### src/hw/rtl/bple_pkg.sv
// ----------------------------------------------------------------------------
// bple_pkg: shared types and constants for the positional list engine
// Request codes, status codes and the front-to-back command record.
// ----------------------------------------------------------------------------
package bple_pkg;

    localparam int unsigned Capacity = 64;
    localparam int unsigned IdxW     = $clog2(Capacity);
    localparam int unsigned CntW     = $clog2(Capacity + 1);

    localparam logic [3:0] MODE_INS_HEAD = 4'd0;
    localparam logic [3:0] MODE_INS_TAIL = 4'd1;
    localparam logic [3:0] MODE_INS_POS  = 4'd2;
    localparam logic [3:0] MODE_DEL_HEAD = 4'd3;
    localparam logic [3:0] MODE_DEL_TAIL = 4'd4;
    localparam logic [3:0] MODE_DEL_POS  = 4'd5;
    localparam logic [3:0] MODE_FIND     = 4'd6;
    localparam logic [3:0] MODE_READ     = 4'd7;
    localparam logic [3:0] MODE_WRITE    = 4'd8;

    localparam logic [1:0] ST_OK        = 2'd0;
    localparam logic [1:0] ST_RANGE     = 2'd1;
    localparam logic [1:0] ST_FULLEMPTY = 2'd2;

    typedef enum logic [2:0] {
        t_OP_NONE,
        t_OP_INS,
        t_OP_DEL,
        t_OP_FIND,
        t_OP_READ,
        t_OP_WRITE
    } t_op;

    // Classified request handed from the front end to the back end.
    typedef struct packed {
        t_op         op;
        logic        ok;      // position check passed
        logic [1:0]  st;      // status if not ok
        logic [IdxW-1:0] at;
        logic [31:0] val;
    } t_cmd;

endpackage

### src/hw/rtl/bple_front.sv
// ----------------------------------------------------------------------------
// bple_front: request classifier
// Accepts request beats, decodes mode and checks bounds against the length.
// ----------------------------------------------------------------------------
module bple_front (
    input  logic                       i_clk,
    input  logic                       i_rst_n,
    input  logic                       i_valid,
    output logic                       o_ready,
    input  logic [3:0]                 i_mode,
    input  logic [6:0]                 i_position,
    input  logic [31:0]                i_item_value,
    input  logic [bple_pkg::CntW-1:0]  i_count,
    input  logic                       i_busy,
    output logic                       o_cmd_valid,
    output bple_pkg::t_cmd             o_cmd,
    input  logic                       i_cmd_ready
);
    bple_pkg::t_cmd n_cmd;
    bple_pkg::t_cmd r_cmd;
    logic           r_vld;
    logic [bple_pkg::CntW:0] w_cnt, w_pos;

    // One request in flight: length must settle before the next check.
    assign o_ready     = !r_vld && !i_busy;
    assign o_cmd_valid = r_vld;
    assign o_cmd       = r_cmd;
    assign w_cnt = {1'b0, i_count};
    assign w_pos = (bple_pkg::CntW + 1)'(i_position);

    always_comb begin
        n_cmd     = '0;
        n_cmd.op  = bple_pkg::t_OP_NONE;
        n_cmd.st  = bple_pkg::ST_RANGE;
        n_cmd.val = i_item_value;
        n_cmd.at  = i_position[bple_pkg::IdxW-1:0];
        case (i_mode)
            bple_pkg::MODE_INS_HEAD, bple_pkg::MODE_INS_TAIL,
            bple_pkg::MODE_INS_POS: begin
                n_cmd.op = bple_pkg::t_OP_INS;
                if (w_cnt >= (bple_pkg::CntW + 1)'(bple_pkg::Capacity)) begin
                    n_cmd.st = bple_pkg::ST_FULLEMPTY;
                end else if (i_mode == bple_pkg::MODE_INS_HEAD) begin
                    n_cmd.ok = 1'b1;
                    n_cmd.at = '0;
                end else if (i_mode == bple_pkg::MODE_INS_TAIL) begin
                    n_cmd.ok = 1'b1;
                    n_cmd.at = i_count[bple_pkg::IdxW-1:0];
                end else if (w_pos <= w_cnt) begin
                    n_cmd.ok = 1'b1;
                end
            end
            bple_pkg::MODE_DEL_HEAD, bple_pkg::MODE_DEL_TAIL,
            bple_pkg::MODE_DEL_POS: begin
                n_cmd.op = bple_pkg::t_OP_DEL;
                if (i_count == '0) begin
                    n_cmd.st = bple_pkg::ST_FULLEMPTY;
                end else if (i_mode == bple_pkg::MODE_DEL_HEAD) begin
                    n_cmd.ok = 1'b1;
                    n_cmd.at = '0;
                end else if (i_mode == bple_pkg::MODE_DEL_TAIL) begin
                    n_cmd.ok = 1'b1;
                    n_cmd.at = bple_pkg::IdxW'(i_count - 1'b1);
                end else if (w_pos < w_cnt) begin
                    n_cmd.ok = 1'b1;
                end
            end
            bple_pkg::MODE_FIND: begin
                n_cmd.op = bple_pkg::t_OP_FIND;
                n_cmd.ok = 1'b1;
            end
            bple_pkg::MODE_READ: begin
                n_cmd.op = bple_pkg::t_OP_READ;
                n_cmd.ok = w_pos < w_cnt;
            end
            bple_pkg::MODE_WRITE: begin
                n_cmd.op = bple_pkg::t_OP_WRITE;
                n_cmd.ok = w_pos < w_cnt;
            end
            default: n_cmd.op = bple_pkg::t_OP_NONE;
        endcase
    end

    always_ff @(posedge i_clk) begin
        if (!i_rst_n) begin
            r_vld <= 1'b0;
        end else if (i_valid && o_ready) begin
            r_vld <= 1'b1;
        end else if (i_cmd_ready) begin
            r_vld <= 1'b0;
        end
    end

    always_ff @(posedge i_clk) begin
        if (i_valid && o_ready) begin
            r_cmd <= n_cmd;
        end
    end
endmodule

### config.mk
export PLATFORM = sky130hd
export DESIGN_NAME = bple_front
export DESIGN_NICKNAME = d
export VERILOG_FILES = /design/src/hw/rtl/bple_pkg.sv /design/src/hw/rtl/bple_front.sv
export SDC_FILE = /design/constraint.sdc
export NUM_CORES = 1
export LEC_CHECK = 0
export ABC_CLOCK_PERIOD_IN_PS = 2480
export BUFFER_PORTS_ARGS = -buffer_cell sky130_fd_sc_hd__buf_2
export CORE_ASPECT_RATIO = 0.8
export CORE_MARGIN = 8
export CORE_UTILIZATION = 46
export CTS_CLUSTER_SIZE = 20
export DETAILED_ROUTE_END_ITERATION = 16
export GPL_TIMING_DRIVEN = 0
export PLACE_DENSITY_LB_ADDON = 0.08
export SETUP_SLACK_MARGIN = 0.4
export SYNTH_ARGS = -nofsm -noshare
export SYNTH_HDL_FRONTEND = slang
export SYNTH_SLANG_ARGS = --single-unit
### constraint.sdc
create_clock -name i_clk -period 2.48 [get_ports i_clk]
set_input_delay 0.248 -clock i_clk [delete_from_list [all_inputs] [get_ports i_clk]]
set_output_delay 0.248 -clock i_clk [all_outputs]
set_load 0.02 [all_outputs]
==> flow_metrics.env, run 1 <==
export IMPL_worstMarginPinSlew_ns=1.09
export IMPL_synthArstFlopShare_pct=0
export IMPL_portBuffers=98
export IMPL_clk_pin_slew_worst_paths_ns=0.08
export IMPL_antenna_found_initial=0
export IMPL_post_place_ws_ns=0.334
export IMPL_period_needed_ns=1.87
export IMPL_whs_ns=0.133
export IMPL_grt_max_degree=46
export IMPL_max_cap_viol_count=0
export IMPL_num_vias=1622
export IMPL_syn_nets=215
export IMPL_final_cell_mix="98 x buf_2, 44 x edfxtp_1, 16 x inv_1, 9 x ha_1"
export IMPL_syn_avg_cell_area_um2=14.0
export IMPL_hpwl_um=3990
export IMPL_synth_largest_area_cell="edfxtp_1"
export IMPL_post_drt_via_cell_ratio=5.12
export IMPL_synth_cell_types=44
export IMPL_place_gp_congestion=0.816
export IMPL_crit_required_ns=2.52
export IMPL_die_w_um=91.7
export IMPL_syn2layout_area_growth_pct=30.7
export IMPL_die_area_mm2=0.00703
export IMPL_hp_class="input pin to register"
export IMPL_io_pins=101
export IMPL_fin_ws_ns=0.608
export IMPL_dr_first_iter_drc_count=95
export IMPL_layout_commonest_cell="buf_2"
export IMPL_initial_core_util_pct=46.8
export IMPL_yosys_area_top_type_share_pct=62.6
export IMPL_overflow=0
export IMPL_path_class="input pin to register"
export IMPL_grt_pass1_vias=1546
export IMPL_drive_gt1_share_pct=46.7
export IMPL_numCtsBuffers=5
export IMPL_synthCells=151
export IMPL_fill_cells=379
export IMPL_n_antenna_cell=0
export IMPL_hold_buffers=0
export IMPL_cts_root_buf="clkbuf_8"
export IMPL_p_leak_nw=1.19
export IMPL_cts_sinks=45
export IMPL_cts_resized=0
export IMPL_antenna_left=0
export IMPL_relSlewSlack_pct=26.1
export IMPL_globalRouteTotalUtil_pct=14.2
export IMPL_power_mw=1.55
export IMPL_h_tree_depth=2
export IMPL_cts_buffer_depth=2
export IMPL_postCtsSetupBuffers=0
export IMPL_setup_viol=0
export IMPL_post_place_cells=309
export IMPL_irDropWorstVdd_mv=0.305
export IMPL_power_density_mw_per_mm2=561
export IMPL_rsz0062_at_grt="no"
export IMPL_fin_tns_setup_ns=0
export IMPL_yosys_warnings=0
export IMPL_core_area_mm2=0.00451
export IMPL_wirelength_um=5040
export IMPL_hold_viol_final=0
export IMPL_instances_no_fill=317
export IMPL_status="complete, no violations"
export IMPL_multi_input_area_um2=654
export IMPL_worstPathMaxFanout=10
export IMPL_rows=22
export IMPL_clk_latency_ns=0.28
export IMPL_synth_main_ff_cell="edfxtp_1"
export IMPL_synth_edff_count=44
export IMPL_final_period_utilization_pct=75.5
export IMPL_slew_viol_final=0
export IMPL_grt_pass1_wl_um=7980
export IMPL_synthesis_area_mm2=0.00211
export IMPL_routedWlPerCell_um=15.9
export IMPL_drcViolationCount=0
export IMPL_ys_ff_latch=45
export IMPL_fmax_mhz=534
export IMPL_yosysSeqAreaShare_pct=63.5
export IMPL_synthTopCellsByArea="edfxtp_1 63%, ha_1 5.3%, inv_1 2.8%"
export IMPL_endpoint_kind="register"
export IMPL_skew_ns=0.00339
export IMPL_cts_tree="yes"
export IMPL_seqCellArea_mm2=0.00134
export IMPL_die_h_um=76.6
export IMPL_nets=320
export IMPL_drt_pass1_iterations=4
export IMPL_cp_arrival_ns=1.91
export IMPL_cp_start_kind="input pin"
[report_power, final]
group,internal [mW],switching [mW]
Sequential,0.877,0.00668
Clock,0.190,0.223
Combinational,0.101,0.149
Total,1.17,0.379
[layout make-up]
type,count,share of cell area (%)
Timing Repair Buffer,98,17.8
Clock buffer,5,2.49
Multi-Input combinational cell,84,23.7
Sequential cell,45,48.6
Tap cell,60,2.72
Inverter,16,2.18
Clock inverter,3,0.454
Buffer,6,2.04
[critical path: stages]
cell	delay [ns]
buf_6	0.12
nor4b_1	0.94
mux2i_1	0.27
nor2_1	0.05
a221o_2	0.28
[logic make-up after synthesis]
| kind of cell | synth area share (%) |
|---|---|
| XOR/XNOR | 1.25 |
| AO/OA/AOI/OAI | 13.2 |
| adder cells (fa/ha/maj) | 5.34 |
| buffers and inverters | 5.51 |
| flip-flops | 63.5 |
| multiplexers | 1.96 |
| AND/OR/NAND/NOR | 9.19 |
[synth_stat cells, drive strengths merged, types with 2 or more instances]
| master | n |
|---|---|
| a221o | 4 |
| buf | 6 |
| a221oi | 2 |
| mux2i | 3 |
| inv | 16 |
| o21ai | 7 |
| a21oi | 9 |
| nor2 | 7 |
| edfxtp | 44 |
| a31oi | 2 |
| nand4 | 3 |
| nand2 | 4 |
| nor4b | 2 |
| a211oi | 4 |
| nand3b | 2 |
| nor3 | 2 |
| o211ai | 2 |
| ha | 9 |
| nand3 | 2 |
| xor2 | 2 |
[through the flow]
stage	cell area (µm²)	utilization, %
2_1_floorplan	2110	-
3_3_place_gp	2680	59.3
3_5_place_dp	2680	59.3
4_1_cts	2760	61.1
5_1_grt	2760	61.1
6_report	2760	61.1
[sequential cells by signal (all words and copies together), names as in the netlist]
name	flops
o_cmd	44
o_cmd_valid	1
[worst paths after layout]
check | startpoint | endpoint | slack (ns) | cells after the start
worst max register to register | o_cmd_valid | o_cmd[39] | 0.82 | 2
worst max-delay path | i_mode[3] | o_cmd[33] | 0.61 | 5
worst min register to register | o_cmd_valid | o_cmd_valid | 0.62 | 2
worst min-delay path | i_item_value[14] | o_cmd[14] | 0.13 | 1
[routing by layer]
metal	up-vias	global-route usage [%]	share of wire [%]
met3	6	4.04	9.5
met2	92	22.6	45
met5	-	0	0
met1	737	17.9	44
li1	787	-	-
met4	0	4.82	1.2
No activity file was read; power rests on OpenSTA's default activity.
==> run 2, diff against run 1 <==
ABC_AREA = 1   (was not set)
ABC_CLOCK_PERIOD_IN_PS = 1950   (was 2480)
clock period = 1.95 ns   (was 2.48 ns; I/O delays follow)
==> run 2 against run 1 <==
Clock skew is 0.0031 ns higher. Highest routed layer unchanged. Global-route usage is 0.23 points higher. Synthesized area is 0.41% higher. Hold slack worse by 0.049 ns. Critical path type unchanged. Combinational power is 27% higher. Register-to-register slack worse by 0.21 ns. Non-clock buffer count is 4 lower. Setup slack worse by 0.020 ns. First-iteration DRC count is 12% lower. Clock power is 60% higher. Final area is 2.4% higher. Largest power group unchanged. Core utilization is 1.4 points higher.
==> flow_metrics.env, run 2 <==
export IMPL_worstPathMaxFanout=6
export IMPL_synth_main_ff_cell="edfxtp_1"
export IMPL_largest_register_ff_count=44
export IMPL_synth_cell_types=25
export IMPL_skew_ns=0.00651
export IMPL_yosys_area_top_type_share_pct=62.3
export IMPL_instances_no_fill=365
export IMPL_hold_depth=1
export IMPL_grt_pass1_wl_um=8220
export IMPL_drive_gt1_share_pct=40.7
export IMPL_worstMarginPinSlew_ns=0.460
export IMPL_fin_ws_ns=0.588
export IMPL_post_drt_via_cell_ratio=4.72
export IMPL_syn_nets=261
export IMPL_final_cell_mix="100 x buf_2, 46 x nand2_1, 44 x edfxtp_1, 27 x inv_1, 17 x nor2_1"
export IMPL_synth_largest_area_cell="edfxtp_1"
export IMPL_n_antenna_cell=0
export IMPL_endpoint_kind="register"
export IMPL_layout_commonest_cell="buf_2"
export IMPL_fin_tns_setup_ns=0
export IMPL_die_w_um=91.9
export IMPL_initial_core_util_pct=47.0
export IMPL_synthTopCellsByArea="edfxtp_1 62%, nand2_1 8.3%, ha_1 5.3%"
export IMPL_num_vias=1723
export IMPL_yosys_warnings=0
export IMPL_overflow=0
export IMPL_fmax_mhz=734
export IMPL_max_cap_viol_count=0
export IMPL_rows=22
export IMPL_whs_ns=0.0831
export IMPL_placed_area_mm2=0.00271
export IMPL_path_class="input pin to register"
export IMPL_power_density_mw_per_mm2=744
export IMPL_syn_avg_cell_area_um2=10.8
export IMPL_cts_sinks=45
export IMPL_io_pins=101
export IMPL_setup_viol=0
export IMPL_core_area_mm2=0.00451
export IMPL_period_needed_ns=1.36
export IMPL_irDropWorstVdd_mv=0.523
export IMPL_status="complete, no violations"
export IMPL_cts_root_buf="clkbuf_8"
export IMPL_grt_max_degree=23
export IMPL_hold_viol_final=0
export IMPL_ys_ff_latch=45
export IMPL_synth_common_cells="47 x nand2_1, 44 x edfxtp_1, 28 x inv_1"
export IMPL_post_place_ws_ns=0.199
export IMPL_h_tree_depth=2
export IMPL_hold_buffers=0
export IMPL_fill_cells=420
export IMPL_multi_input_area_um2=678
export IMPL_final_period_utilization_pct=69.9
export IMPL_crit_required_ns=1.97
export IMPL_nets=369
export IMPL_finalInstanceArea_mm2=0.00282
export IMPL_drcViolationCount=0
export IMPL_synthesis_area_mm2=0.00212
export IMPL_portBuffers=100
export IMPL_p_leak_nw=1.36
export IMPL_numCtsBuffers=5
export IMPL_grt_pass1_vias=1722
export IMPL_antenna_left=0
export IMPL_synthCells=197
export IMPL_syn2layout_area_growth_pct=33.2
export IMPL_clk_pin_slew_worst_paths_ns=0.08
export IMPL_cp_start_kind="input pin"
export IMPL_globalRouteTotalUtil_pct=14.4
export IMPL_worst_r2r_cell_count=3
export IMPL_synth_edff_count=44
export IMPL_cts_tree="yes"
export IMPL_r2r_setup_slack_ns=0.61
export IMPL_dr_first_iter_drc_count=84
export IMPL_cp_arrival_ns=1.38
export IMPL_seqCellArea_mm2=0.00135
export IMPL_place_gp_congestion=0.886
export IMPL_post_place_cells=357
export IMPL_die_area_mm2=0.00705
export IMPL_drt_pass1_iterations=4
export IMPL_routedWlPerCell_um=14.2
export IMPL_clk_latency_ns=0.28
export IMPL_slew_viol_final=0
export IMPL_yosysMostFrequentCell="nand2_1"
export IMPL_hp_class="input pin to register"
export IMPL_die_h_um=76.7
export IMPL_cts_buffer_depth=2
export IMPL_fin_util_pct=62.6
export IMPL_rsz0062_at_grt="no"
export IMPL_wirelength_um=5180
export IMPL_power_mw=2.10
export IMPL_relSlewSlack_pct=69.3
export IMPL_antenna_found_initial=0
export IMPL_yosysSeqAreaShare_pct=63.3
export IMPL_synthArstFlopShare_pct=0
export IMPL_hpwl_um=4220
[run 2: changes by cell type in the layout (fill, tap and decap cells not counted), sizes merged, moves of 5 or more]
cell and delta:
a21oi -5, inv +11, nand2 +50, nand3 +14
nor2 +13
[run 2: final cells by class]
type	count	area share [%]
Tap cell	60	2.66
Multi-Input combinational cell	123	24.0
Clock inverter	2	1.24
Clock buffer	5	2.44
Timing Repair inverter	1	0.266
Timing Repair Buffer	100	17.7
Inverter	29	4.03
Sequential cell	45	47.6
[run 2: cells by family after synthesis]
| group | Yosys count | synth area share [%] |
|---|---|---|
| buffers and inverters | 29 | 5.19 |
| and+or+nand+nor | 95 | 20.5 |
| DFF | 45 | 63.3 |
| AOI/OAI and AO/OA | 17 | 4.84 |
| adders and majority gates | 9 | 5.31 |
| xor gates and xnor gates | 2 | 0.827 |
[run 2: worst paths after layout]
| kind | startpoint | to |
|---|---|---|
| max | i_count[0] | o_cmd[33] |
| min | i_item_value[15] | o_cmd[15] |
| max reg2reg | o_cmd_valid | o_cmd[34] |
| min reg2reg | o_cmd_valid | o_cmd_valid |
[run 2: where the power goes]
| group | total [mW] | internal, mW | leakage [nW] | switching, mW |
|---|---|---|---|---|
| combinational | 0.317 | 0.114 | 0.887 | 0.203 |
| sequential | 1.12 | 1.12 | 0.421 | 0.00982 |
| clock | 0.660 | 0.372 | 0.0540 | 0.287 |
[run 2: routing by layer]
metal  up-vias  routed length, µm  GRT usage (%)
met4         0                 12           2.41
li1        881                  -              -
met3         2                452           5.64
met2        72               2440           23.9
met1       768               2270           17.5
met5         -                  0              0
[run 2: what timing repair did]
action	in CTS	in global routing
setup buffers	0	0
gates resized for setup	1	0
setup endpoints to repair	44	0
[run 2: worst max-delay path: stages]
cell      delay [ns]
buf_2           0.11
inv_1           0.15
ha_1            0.18
inv_1           0.04
nor2_1          0.08
nand3_1         0.17
nand3_1         0.22
inv_1           0.09
nand2_1         0.07
o211ai_1        0.09
